<file path="config.mk">
export PLATFORM = sky130hd
export DESIGN_NAME = clipped_line_rasterizer
export DESIGN_NICKNAME = d
export VERILOG_FILES = /design/src/design/clr_pkg.sv /design/src/design/clipped_line_rasterizer.sv
export SDC_FILE = /design/constraint.sdc
export NUM_CORES = 1
export LEC_CHECK = 0
export ABC_AREA = 1
export BUFFER_PORTS_ARGS = -buffer_cell sky130_fd_sc_hd__buf_2
export CORE_ASPECT_RATIO = 0.6
export CORE_MARGIN = 2
export CORE_UTILIZATION = 40
export DETAILED_ROUTE_END_ITERATION = 8
export SLEW_MARGIN = 10
export SYNTH_ARGS = -nofsm -noshare
export SYNTH_HDL_FRONTEND = slang
export SYNTH_SLANG_ARGS = --single-unit
</file>
<file path="constraint.sdc">
create_clock -name clock -period 8.4 [get_ports clock]
set_input_delay 0.42 -clock clock [delete_from_list [all_inputs] [get_ports clock]]
set_output_delay 0.42 -clock clock [all_outputs]
set_load 0.05 [all_outputs]
</file>
<file path="src/design/clr_pkg.sv">
// Package for the clipped line rasterizer: layer dimension widths, the control
// register map, the opcode codes and the step direction codes.
// It depends on nothing else.
`timescale 1ns / 1ps
`default_nettype none

package clr_pkg;

   // Layer width and height registers are 12 bits. Addresses are 32 bits wide.
   localparam int DIM_WIDTH      = 12;
   localparam int ADDR_WIDTH     = 32;
   localparam int CSR_ADDR_WIDTH = 4;
   localparam int CSR_DATA_WIDTH = 32;

   // Control register indexes, taken from csr_paddr[3:2].
   localparam logic [1:0] REG_LAYER_WIDTH  = 2'd0;
   localparam logic [1:0] REG_LAYER_HEIGHT = 2'd1;
   localparam logic [1:0] REG_BUFFER_BASE  = 2'd2;

   localparam logic [DIM_WIDTH-1:0] LAYER_WIDTH_RESET  = 12'd1024;
   localparam logic [DIM_WIDTH-1:0] LAYER_HEIGHT_RESET = 12'd768;

   // Opcodes, carried on req_tuser.
   localparam logic OP_START = 1'b0;
   localparam logic OP_STEP  = 1'b1;

   // Step direction of one axis, as a two-bit signed value.
   typedef logic [1:0] dir_type;
   localparam dir_type DIR_NONE = 2'b00;
   localparam dir_type DIR_POS  = 2'b01;
   localparam dir_type DIR_NEG  = 2'b11;

endpackage

`default_nettype wire

</file>
<file path="src/design/clipped_line_rasterizer.sv">
// Clipped line rasterizer: integer DDA line walker with layer clipping and
// pixel address generation. Depends on clr_pkg.
`timescale 1ns / 1ps
`default_nettype none

// Channel  Direction  Word contents
// req_     in         tuser: opcode; tdata: x_start, y_start, x_end, y_end, line_color
// rsp_     out        tuser: in_bounds; tdata: pixel_address, pixel_color; tlast: last_pixel
// csr_     in/out     APB: layer_width, layer_height, buffer_base at 0x0, 0x4, 0x8
//
// One word is taken per cycle while the result register does not stall. A step word sits in
// the input register while the address multiply-add feeds the result register, so
// rsp_tvalid rises once the word has passed the input register and the result register.
// A start word, or a step word with no line active, gives no pixel.
// reset clears the line state and loads the register defaults.
// While the result register stalls, the input register still takes words until it holds a step word for an active line.
module clipped_line_rasterizer #(
   parameter int COORD_WIDTH = 12,
   parameter int COLOR_WIDTH = 16
) (
   input  wire                                    clock,
   input  wire                                    reset,
   // req_tdata from bit 0: x_start, y_start, x_end, y_end, line_color, zero fill
   input  wire                                    req_tvalid,
   output logic                                   req_tready,
   input  wire  [((4*COORD_WIDTH+COLOR_WIDTH+7)/8)*8-1:0] req_tdata,
   // req_tuser: opcode
   input  wire                                    req_tuser,
   output logic                                   rsp_tvalid,
   input  wire                                    rsp_tready,
   // rsp_tdata from bit 0: pixel_address, pixel_color, zero fill
   output logic [((clr_pkg::ADDR_WIDTH+COLOR_WIDTH+7)/8)*8-1:0] rsp_tdata,
   // rsp_tuser: in_bounds
   output logic                                   rsp_tuser,
   output logic                                   rsp_tlast,
   input  wire                                    csr_psel,
   input  wire                                    csr_penable,
   input  wire                                    csr_pwrite,
   input  wire  [clr_pkg::CSR_ADDR_WIDTH-1:0]     csr_paddr,
   input  wire  [clr_pkg::CSR_DATA_WIDTH-1:0]     csr_pwdata,
   output logic [clr_pkg::CSR_DATA_WIDTH-1:0]     csr_prdata,
   output logic                                   csr_pready
);

   localparam int CW       = COORD_WIDTH;
   localparam int DW       = clr_pkg::DIM_WIDTH;
   localparam int AW       = clr_pkg::ADDR_WIDTH;
   localparam int RSP_W    = ((AW + COLOR_WIDTH + 7) / 8) * 8;
   localparam int CMP_W    = (CW - 1 > DW) ? CW - 1 : DW;
   localparam int PROD_W   = CW - 1 + DW;

   // ---------------- control registers ----------------
   logic [DW-1:0] layer_width_ff, layer_width_in;
   logic [DW-1:0] layer_height_ff, layer_height_in;
   logic [AW-1:0] buffer_base_ff, buffer_base_in;
   logic          csr_write;

   assign csr_pready = 1'b1;
   assign csr_write  = csr_psel && csr_penable && csr_pwrite && csr_pready;

   always_comb begin
      layer_width_in  = layer_width_ff;
      layer_height_in = layer_height_ff;
      buffer_base_in  = buffer_base_ff;
      if (csr_write) begin
         case (csr_paddr[3:2])
            clr_pkg::REG_LAYER_WIDTH:  layer_width_in  = csr_pwdata[DW-1:0];
            clr_pkg::REG_LAYER_HEIGHT: layer_height_in = csr_pwdata[DW-1:0];
            clr_pkg::REG_BUFFER_BASE:  buffer_base_in  = csr_pwdata[AW-1:0];
            default: ;
         endcase
      end
   end

   always_comb begin
      case (csr_paddr[3:2])
         clr_pkg::REG_LAYER_WIDTH:  csr_prdata = 32'(layer_width_ff);
         clr_pkg::REG_LAYER_HEIGHT: csr_prdata = 32'(layer_height_ff);
         clr_pkg::REG_BUFFER_BASE:  csr_prdata = 32'(buffer_base_ff);
         default:                   csr_prdata = '0;
      endcase
   end

   always_ff @(posedge clock) begin
      if (reset) begin
         layer_width_ff  <= clr_pkg::LAYER_WIDTH_RESET;
         layer_height_ff <= clr_pkg::LAYER_HEIGHT_RESET;
         buffer_base_ff  <= '0;
      end else begin
         layer_width_ff  <= layer_width_in;
         layer_height_ff <= layer_height_in;
         buffer_base_ff  <= buffer_base_in;
      end
   end

   // ---------------- input register ----------------
   logic                          in_valid_ff, in_valid_in;
   logic                          in_op_ff;
   logic signed [CW-1:0]          in_xs_ff, in_ys_ff, in_xe_ff, in_ye_ff;
   logic [COLOR_WIDTH-1:0]        in_color_ff;
   logic                          req_take;

   // ---------------- line state ----------------
   logic signed [CW-1:0]   cur_x_ff, cur_x_in, cur_y_ff, cur_y_in;
   logic [CW:0]            err_x_ff, err_x_in, err_y_ff, err_y_in;
   logic [CW-1:0]          abs_dx_ff, abs_dx_in, abs_dy_ff, abs_dy_in;
   logic [CW-1:0]          major_ff, major_in;
   clr_pkg::dir_type       dir_x_ff, dir_x_in, dir_y_ff, dir_y_in;
   logic [CW:0]            pixels_left_ff, pixels_left_in;
   logic [COLOR_WIDTH-1:0] held_color_ff, held_color_in;
   logic                   active_ff, active_in;

   // ---------------- result register ----------------
   logic                   rsp_valid_ff, rsp_valid_in;
   logic [AW-1:0]          rsp_addr_ff, rsp_addr_in;
   logic [COLOR_WIDTH-1:0] rsp_color_ff;
   logic                   rsp_inb_ff, rsp_inb_in;
   logic                   rsp_last_ff, rsp_last_in;

   logic produces, advance, do_start, do_step;

   assign produces   = (in_op_ff == clr_pkg::OP_STEP) && active_ff;
   assign advance    = in_valid_ff && (!produces || !rsp_valid_ff || rsp_tready);
   assign do_start   = advance && (in_op_ff == clr_pkg::OP_START);
   assign do_step    = advance && produces;
   assign req_tready = !in_valid_ff || advance;
   assign req_take   = req_tvalid && req_tready;

   always_comb begin
      in_valid_in = in_valid_ff;
      if (req_take) begin
         in_valid_in = 1'b1;
      end else if (advance) begin
         in_valid_in = 1'b0;
      end
   end

   always_ff @(posedge clock) begin
      if (reset) begin
         in_valid_ff <= 1'b0;
      end else begin
         in_valid_ff <= in_valid_in;
      end
   end

   always_ff @(posedge clock) begin
      if (req_take) begin
         in_op_ff    <= req_tuser;
         in_xs_ff    <= req_tdata[CW-1:0];
         in_ys_ff    <= req_tdata[2*CW-1:CW];
         in_xe_ff    <= req_tdata[3*CW-1:2*CW];
         in_ye_ff    <= req_tdata[4*CW-1:3*CW];
         in_color_ff <= req_tdata[4*CW+COLOR_WIDTH-1:4*CW];
      end
   end

   // ---------------- line setup ----------------
   logic signed [CW:0] dx, dy, neg_dx, neg_dy;
   logic [CW-1:0]      mag_x, mag_y;
   clr_pkg::dir_type   sdir_x, sdir_y;

   assign dx     = {in_xe_ff[CW-1], in_xe_ff} - {in_xs_ff[CW-1], in_xs_ff};
   assign dy     = {in_ye_ff[CW-1], in_ye_ff} - {in_ys_ff[CW-1], in_ys_ff};
   assign neg_dx = -dx;
   assign neg_dy = -dy;
   assign mag_x  = dx[CW] ? neg_dx[CW-1:0] : dx[CW-1:0];
   assign mag_y  = dy[CW] ? neg_dy[CW-1:0] : dy[CW-1:0];
   assign sdir_x = dx[CW] ? clr_pkg::DIR_NEG :
                   (dx == '0) ? clr_pkg::DIR_NONE : clr_pkg::DIR_POS;
   assign sdir_y = dy[CW] ? clr_pkg::DIR_NEG :
                   (dy == '0) ? clr_pkg::DIR_NONE : clr_pkg::DIR_POS;

   // ---------------- pixel and DDA advance ----------------
   logic                 x_nonneg, y_nonneg, inb, last;
   logic [CW-2:0]        x_mag, y_mag;
   logic [PROD_W-1:0]    row_offset;
   logic [CW:0]          sum_x, sum_y;
   logic                 move_x, move_y;

   assign x_nonneg   = !cur_x_ff[CW-1];
   assign y_nonneg   = !cur_y_ff[CW-1];
   assign x_mag      = cur_x_ff[CW-2:0];
   assign y_mag      = cur_y_ff[CW-2:0];
   assign inb        = x_nonneg && y_nonneg
                       && (CMP_W'(x_mag) < CMP_W'(layer_width_ff))
                       && (CMP_W'(y_mag) < CMP_W'(layer_height_ff));
   assign row_offset = PROD_W'(y_mag) * PROD_W'(layer_width_ff);
   assign last       = pixels_left_ff <= (CW+1)'(1);

   // The error never exceeds the major length, so the sum fits one extra bit.
   assign sum_x  = err_x_ff + {1'b0, abs_dx_ff};
   assign sum_y  = err_y_ff + {1'b0, abs_dy_ff};
   assign move_x = sum_x >= {1'b0, major_ff};
   assign move_y = sum_y >= {1'b0, major_ff};

   always_comb begin
      cur_x_in       = cur_x_ff;
      cur_y_in       = cur_y_ff;
      err_x_in       = err_x_ff;
      err_y_in       = err_y_ff;
      abs_dx_in      = abs_dx_ff;
      abs_dy_in      = abs_dy_ff;
      major_in       = major_ff;
      dir_x_in       = dir_x_ff;
      dir_y_in       = dir_y_ff;
      pixels_left_in = pixels_left_ff;
      held_color_in  = held_color_ff;
      active_in      = active_ff;
      if (do_start) begin
         cur_x_in       = in_xs_ff;
         cur_y_in       = in_ys_ff;
         err_x_in       = '0;
         err_y_in       = '0;
         abs_dx_in      = mag_x;
         abs_dy_in      = mag_y;
         major_in       = (mag_x > mag_y) ? mag_x : mag_y;
         dir_x_in       = sdir_x;
         dir_y_in       = sdir_y;
         pixels_left_in = {1'b0, major_in} + (CW+1)'(1);
         held_color_in  = in_color_ff;
         active_in      = 1'b1;
      end else if (do_step) begin
         if (last) begin
            pixels_left_in = '0;
            active_in      = 1'b0;
         end else begin
            pixels_left_in = pixels_left_ff - (CW+1)'(1);
         end
         if (move_x) begin
            err_x_in = sum_x - {1'b0, major_ff};
            cur_x_in = cur_x_ff + {{(CW-2){dir_x_ff[1]}}, dir_x_ff};
         end else begin
            err_x_in = sum_x;
         end
         if (move_y) begin
            err_y_in = sum_y - {1'b0, major_ff};
            cur_y_in = cur_y_ff + {{(CW-2){dir_y_ff[1]}}, dir_y_ff};
         end else begin
            err_y_in = sum_y;
         end
      end
   end

   always_ff @(posedge clock) begin
      if (reset) begin
         cur_x_ff       <= '0;
         cur_y_ff       <= '0;
         err_x_ff       <= '0;
         err_y_ff       <= '0;
         abs_dx_ff      <= '0;
         abs_dy_ff      <= '0;
         major_ff       <= '0;
         dir_x_ff       <= clr_pkg::DIR_NONE;
         dir_y_ff       <= clr_pkg::DIR_NONE;
         pixels_left_ff <= '0;
         held_color_ff  <= '0;
         active_ff      <= 1'b0;
      end else begin
         cur_x_ff       <= cur_x_in;
         cur_y_ff       <= cur_y_in;
         err_x_ff       <= err_x_in;
         err_y_ff       <= err_y_in;
         abs_dx_ff      <= abs_dx_in;
         abs_dy_ff      <= abs_dy_in;
         major_ff       <= major_in;
         dir_x_ff       <= dir_x_in;
         dir_y_ff       <= dir_y_in;
         pixels_left_ff <= pixels_left_in;
         held_color_ff  <= held_color_in;
         active_ff      <= active_in;
      end
   end

   // ---------------- result register ----------------
   assign rsp_addr_in = inb ? (buffer_base_ff + AW'(row_offset) + AW'(x_mag)) : '0;
   assign rsp_inb_in  = inb;
   assign rsp_last_in = last;

   always_comb begin
      rsp_valid_in = rsp_valid_ff;
      if (do_step) begin
         rsp_valid_in = 1'b1;
      end else if (rsp_tready) begin
         rsp_valid_in = 1'b0;
      end
   end

   always_ff @(posedge clock) begin
      if (reset) begin
         rsp_valid_ff <= 1'b0;
      end else begin
         rsp_valid_ff <= rsp_valid_in;
      end
   end

   always_ff @(posedge clock) begin
      if (do_step) begin
         rsp_addr_ff  <= rsp_addr_in;
         rsp_color_ff <= held_color_ff;
         rsp_inb_ff   <= rsp_inb_in;
         rsp_last_ff  <= rsp_last_in;
      end
   end

   assign rsp_tvalid = rsp_valid_ff;
   assign rsp_tdata  = RSP_W'({rsp_color_ff, rsp_addr_ff});
   assign rsp_tuser  = rsp_inb_ff;
   assign rsp_tlast  = rsp_last_ff;

   // ---------------- assertions ----------------
   a_active_has_pixels : assert property (@(posedge clock) disable iff (reset)
      active_ff |-> (pixels_left_ff != '0))
      else $error("active line with no pixels left");

   a_err_bounded : assert property (@(posedge clock) disable iff (reset)
      (err_x_ff < {1'b0, major_ff} || err_x_ff == '0)
      && (err_y_ff < {1'b0, major_ff} || err_y_ff == '0))
      else $error("DDA error accumulator out of range");

   a_major_covers : assert property (@(posedge clock) disable iff (reset)
      (major_ff >= abs_dx_ff) && (major_ff >= abs_dy_ff))
      else $error("major length below an axis length");

   a_result_from_step : assert property (@(posedge clock) disable iff (reset)
      $rose(rsp_valid_ff) |-> $past(do_step))
      else $error("result appeared without a step word");

endmodule

`default_nettype wire
</file>
==> key figures <==
STA
  • Portion of the clock cycle consumed by the worst path in the final layout: 88.5%
  • Relative slew margins: 23.4%
  • Setup ws final: around 0.96 ns
  • Slew of the pin with the lowest slew margin: roughly 1.1 ns
  • FMAX: 134 MHz
  • Number of endpoints with negative hold slack in the final report: 0
  • Setup repair after global routing missed its margin: no
  • Post-Route Setup TNS: 0 ns
  • Worst Skew: 0.0300 ns
  • Number of slew-limit violations in the final report: 0
  • Final setup violating endpoints: 0
  • Clock period minus worst slack: 7.44 ns

Layout
  • Final std cells w/o fill: 3668
  • Layout net count: 3365
  • ANT cells: 0
  • Area growth from synthesis to layout: 15.0%
  • Storage element area: ~0.0070 mm²
  • Final core occ: 46.6%
  • Ratio of cells with drive above 1 in the final layout: 11.9%
  • Total area of multi-input combinational cells: 0.0127 mm²
  • Post-Layout Inst Area: 0.0253 mm²
  • Final-layout fill cell count: 5232

Floorplan
  • Std-Cell Core Area: roughly 0.054 mm²
  • Effective utilization at floorplan: 40.6%
  • Top-level port count: 193
  • Area of the die: about 0.057 mm²
  • Chip height: 186 µm
  • Std cell rows: 66
  • Width of the die: 307 µm

Worst setup path
  • Delay of the slowest cell on the worst path: 0.57 ns
  • CP max stage cell: sky130_fd_sc_hd__dfxtp_1
  • Largest delay share family, worst path: adder cells
  • WP data required: 8.75 ns
  • Worst setup EP type: flop
  • Critical path arrival: slightly below 8 ns
  • Count of buffer and inverter cells on the critical path: 4
  • Top fanout value on the critical path: 11
  • Nature of the critical path startpoint: flop
  • CP dominant cell by count: sky130_fd_sc_hd__fa_1
  • Crit Path Class: flop to flop

Synthesis
  • Warning count from the yosys run: 0
  • Post-synthesis register bit count: 293
  • Top area cells in the synthesized netlist: sky130_fd_sc_hd__dfxtp_1 16%, sky130_fd_sc_hd__edfxtp_1 16%, sky130_fd_sc_hd__fa_1 12%
  • Fraction of registers with async set/reset: 0%
  • Per-instance average area after synthesis: 8.09 µm²
  • Number of library cell types mapped by synthesis: a little under 60
  • Post-synth EDFFs: 115
  • Cell area after technology mapping: between 0.02 and 0.025 mm²
  • Sequential cell area fraction in the yosys report: 31.9%
  • Cell with the most instances after synthesis: sky130_fd_sc_hd__inv_1
  • Synthesized Nets: 3154
  • Instance count of the mapped netlist: 2719
  • Post-synth top area share: 16.2%
  • Most frequent cells after synthesis: 510 x sky130_fd_sc_hd__inv_1, 491 x sky130_fd_sc_hd__nand2_1, 218 x sky130_fd_sc_hd__a21oi_1
  • Ys flop type: sky130_fd_sc_hd__dfxtp_1
  • Cell taking the most area after synthesis: sky130_fd_sc_hd__dfxtp_1

Route
  • Vias per cell: 5.17
  • Routed length per instance: 17.9 µm
  • 1st-iter DRT viols: 2112
  • Met2 routed wirelength: 24.6 mm
  • Post-route ant nets: 0
  • Total wire length: 65.8 mm
  • Via count: approximately 19000
  • Highest routed metal layer: met4
  • Routed met3 length: approximately 5.6 mm
  • Met1 layer wirelength in the final routing: 34.6 mm
  • Count of TritonRoute iterations in the first routing pass: 6
  • Count of unresolved DRC violations after routing: 0

Power
  • Pwr Density: ~180 mW/mm²
  • Worst-case vdd ir drop: 0.181 mV
  • Leak Pwr: around 12 nW

Hold path
  • Hold/Removal Path Class: input pin to flop

Placed design
  • Detailed placer's ending HPWL: 51.9 mm
  • Placed cell count: 3561
  • Number of input and output port buffers inserted: 189
  • Instance area after placement: between 0.02 and 0.025 mm²
  • GP Congestion: 0.941
  • Post-Place Setup Slack: 1.06 ns

Global route
  • Maximum number of pins on one net before global-route repair: 94
  • Global-route wire length before repair: 102 mm
  • Number of global-route vias before repair: 17600
  • GRT Residual Overflow: 0
  • Total track usage: 22.9%
  • Number of antenna violations at the first check in global routing: 2

CTS
  • CTS HTree Levels: 1
  • Number of buffers between clock root and the deepest sink: 3
  • Clk Latency, worst-skew pair: 0.60 ns
  • Number of CTS-inserted buffers: 31
  • Cells resized by post-CTS repair: 0
  • Clock tree from TritonCTS: done
  • Clock-pin transition on the worst setup and hold timing paths: roughly 0.07 ns
  • Master cell of the clock root buffer: sky130_fd_sc_hd__clkbuf_16
  • Clock sinks: approximately 290

Flow run
  • Max-cap violation count: 0

Run status
  • Outcome: finished, final reports clean
==> registers in the layout (all words and copies together), names as in the netlist, 13 cells and up <==
signal / count
err_x_ff: 13
rsp_color_ff: 16
err_y_ff: 13
rsp_addr_ff: 32
held_color_ff: 16
buffer_base_ff: 32
in_color_ff: 16
pixels_left_ff: 13
==> routing by layer <==
metal / GRT usage, % / vias up
li1: - / 9200
met1: 37.9 / 8948
met2: 30.5 / 749
met3: 3.60 / 70
met4: 3.71 / 0
met5: 0 / -
==> logic make-up after synthesis <==
| kind of cell | share of synthesized area (%) |
|---|---|
| XOR/XNOR | 3.58 |
| other | 0.0170 |
| flip-flops | 31.9 |
| adder cells (fa/ha/maj) | 23.1 |
| AO/OA/AOI/OAI | 13.8 |
| AND/OR/NAND/NOR | 17.1 |
| buffers and inverters | 10.5 |
==> cell type report <==
type,instances,area share [%]
clock inverters,18,1.11
clock buffers,39,3.35
flip-flops and latches,293,27.7
repair buffers,263,6.43
well taps,714,3.53
inverters,522,7.76
multi-input cells,1819,50.1
==> through the flow <==
| stage | hold WS (ns) | power [mW] |
|---|---|---|
| floorplan | 0.409 | 2.66 |
| global placement | 0.413 | 3.03 |
| detailed placement | 0.417 | 3.06 |
| CTS | 0.00114 | 4.64 |
| global route | 0.00129 | 4.88 |
| finish | 0.0265 | 4.63 |
==> power breakdown <==
part	internal, mW	switching [mW]
clock	0.929	0.622
sequential	1.54	0.0578
combinational	0.459	1.03
==> final timing paths <==
| path | start | slack [ns] | end | depth (start not counted) |
|---|---|---|---|---|
| setup / recovery | cur_y_ff[0]$_SDFFE_PP0P_ | 0.96 | rsp_addr_ff[31]$_SDFFCE_PN0P_ | 25 |
| hold / removal | req_tdata[5] | 0.03 | in_xs_ff[5]$_DFFE_PP_ | 1 |
| setup reg to reg | cur_y_ff[0]$_SDFFE_PP0P_ | 0.96 | rsp_addr_ff[31]$_SDFFCE_PN0P_ | 25 |
| hold reg to reg | held_color_ff[9]$_SDFFE_PP0P_ | 0.43 | rsp_color_ff[9]$_DFFE_PP_ | 0 |
==> cell usage in the layout, fill, tap and decap left out, drive strengths merged, types with 39 or more instances in the layout <==
cell and instances:
a21oi 222, dfxtp 178, dlygate4sd3 50, xor2 66, nor2 172, clkbuf 39
ha 196, nand2 526, buf 213, inv 516, fa 131, nand3 107
edfxtp 115, o21ai 192
==> timing repair <==
| item | in CTS | in global routing |
|---|---|---|
| hold buffers | 50 | 0 |
| setup buffers | 0 | 0 |
| hold endpoints to repair | 50 | 0 |
(Power assumes the default switching activity.)
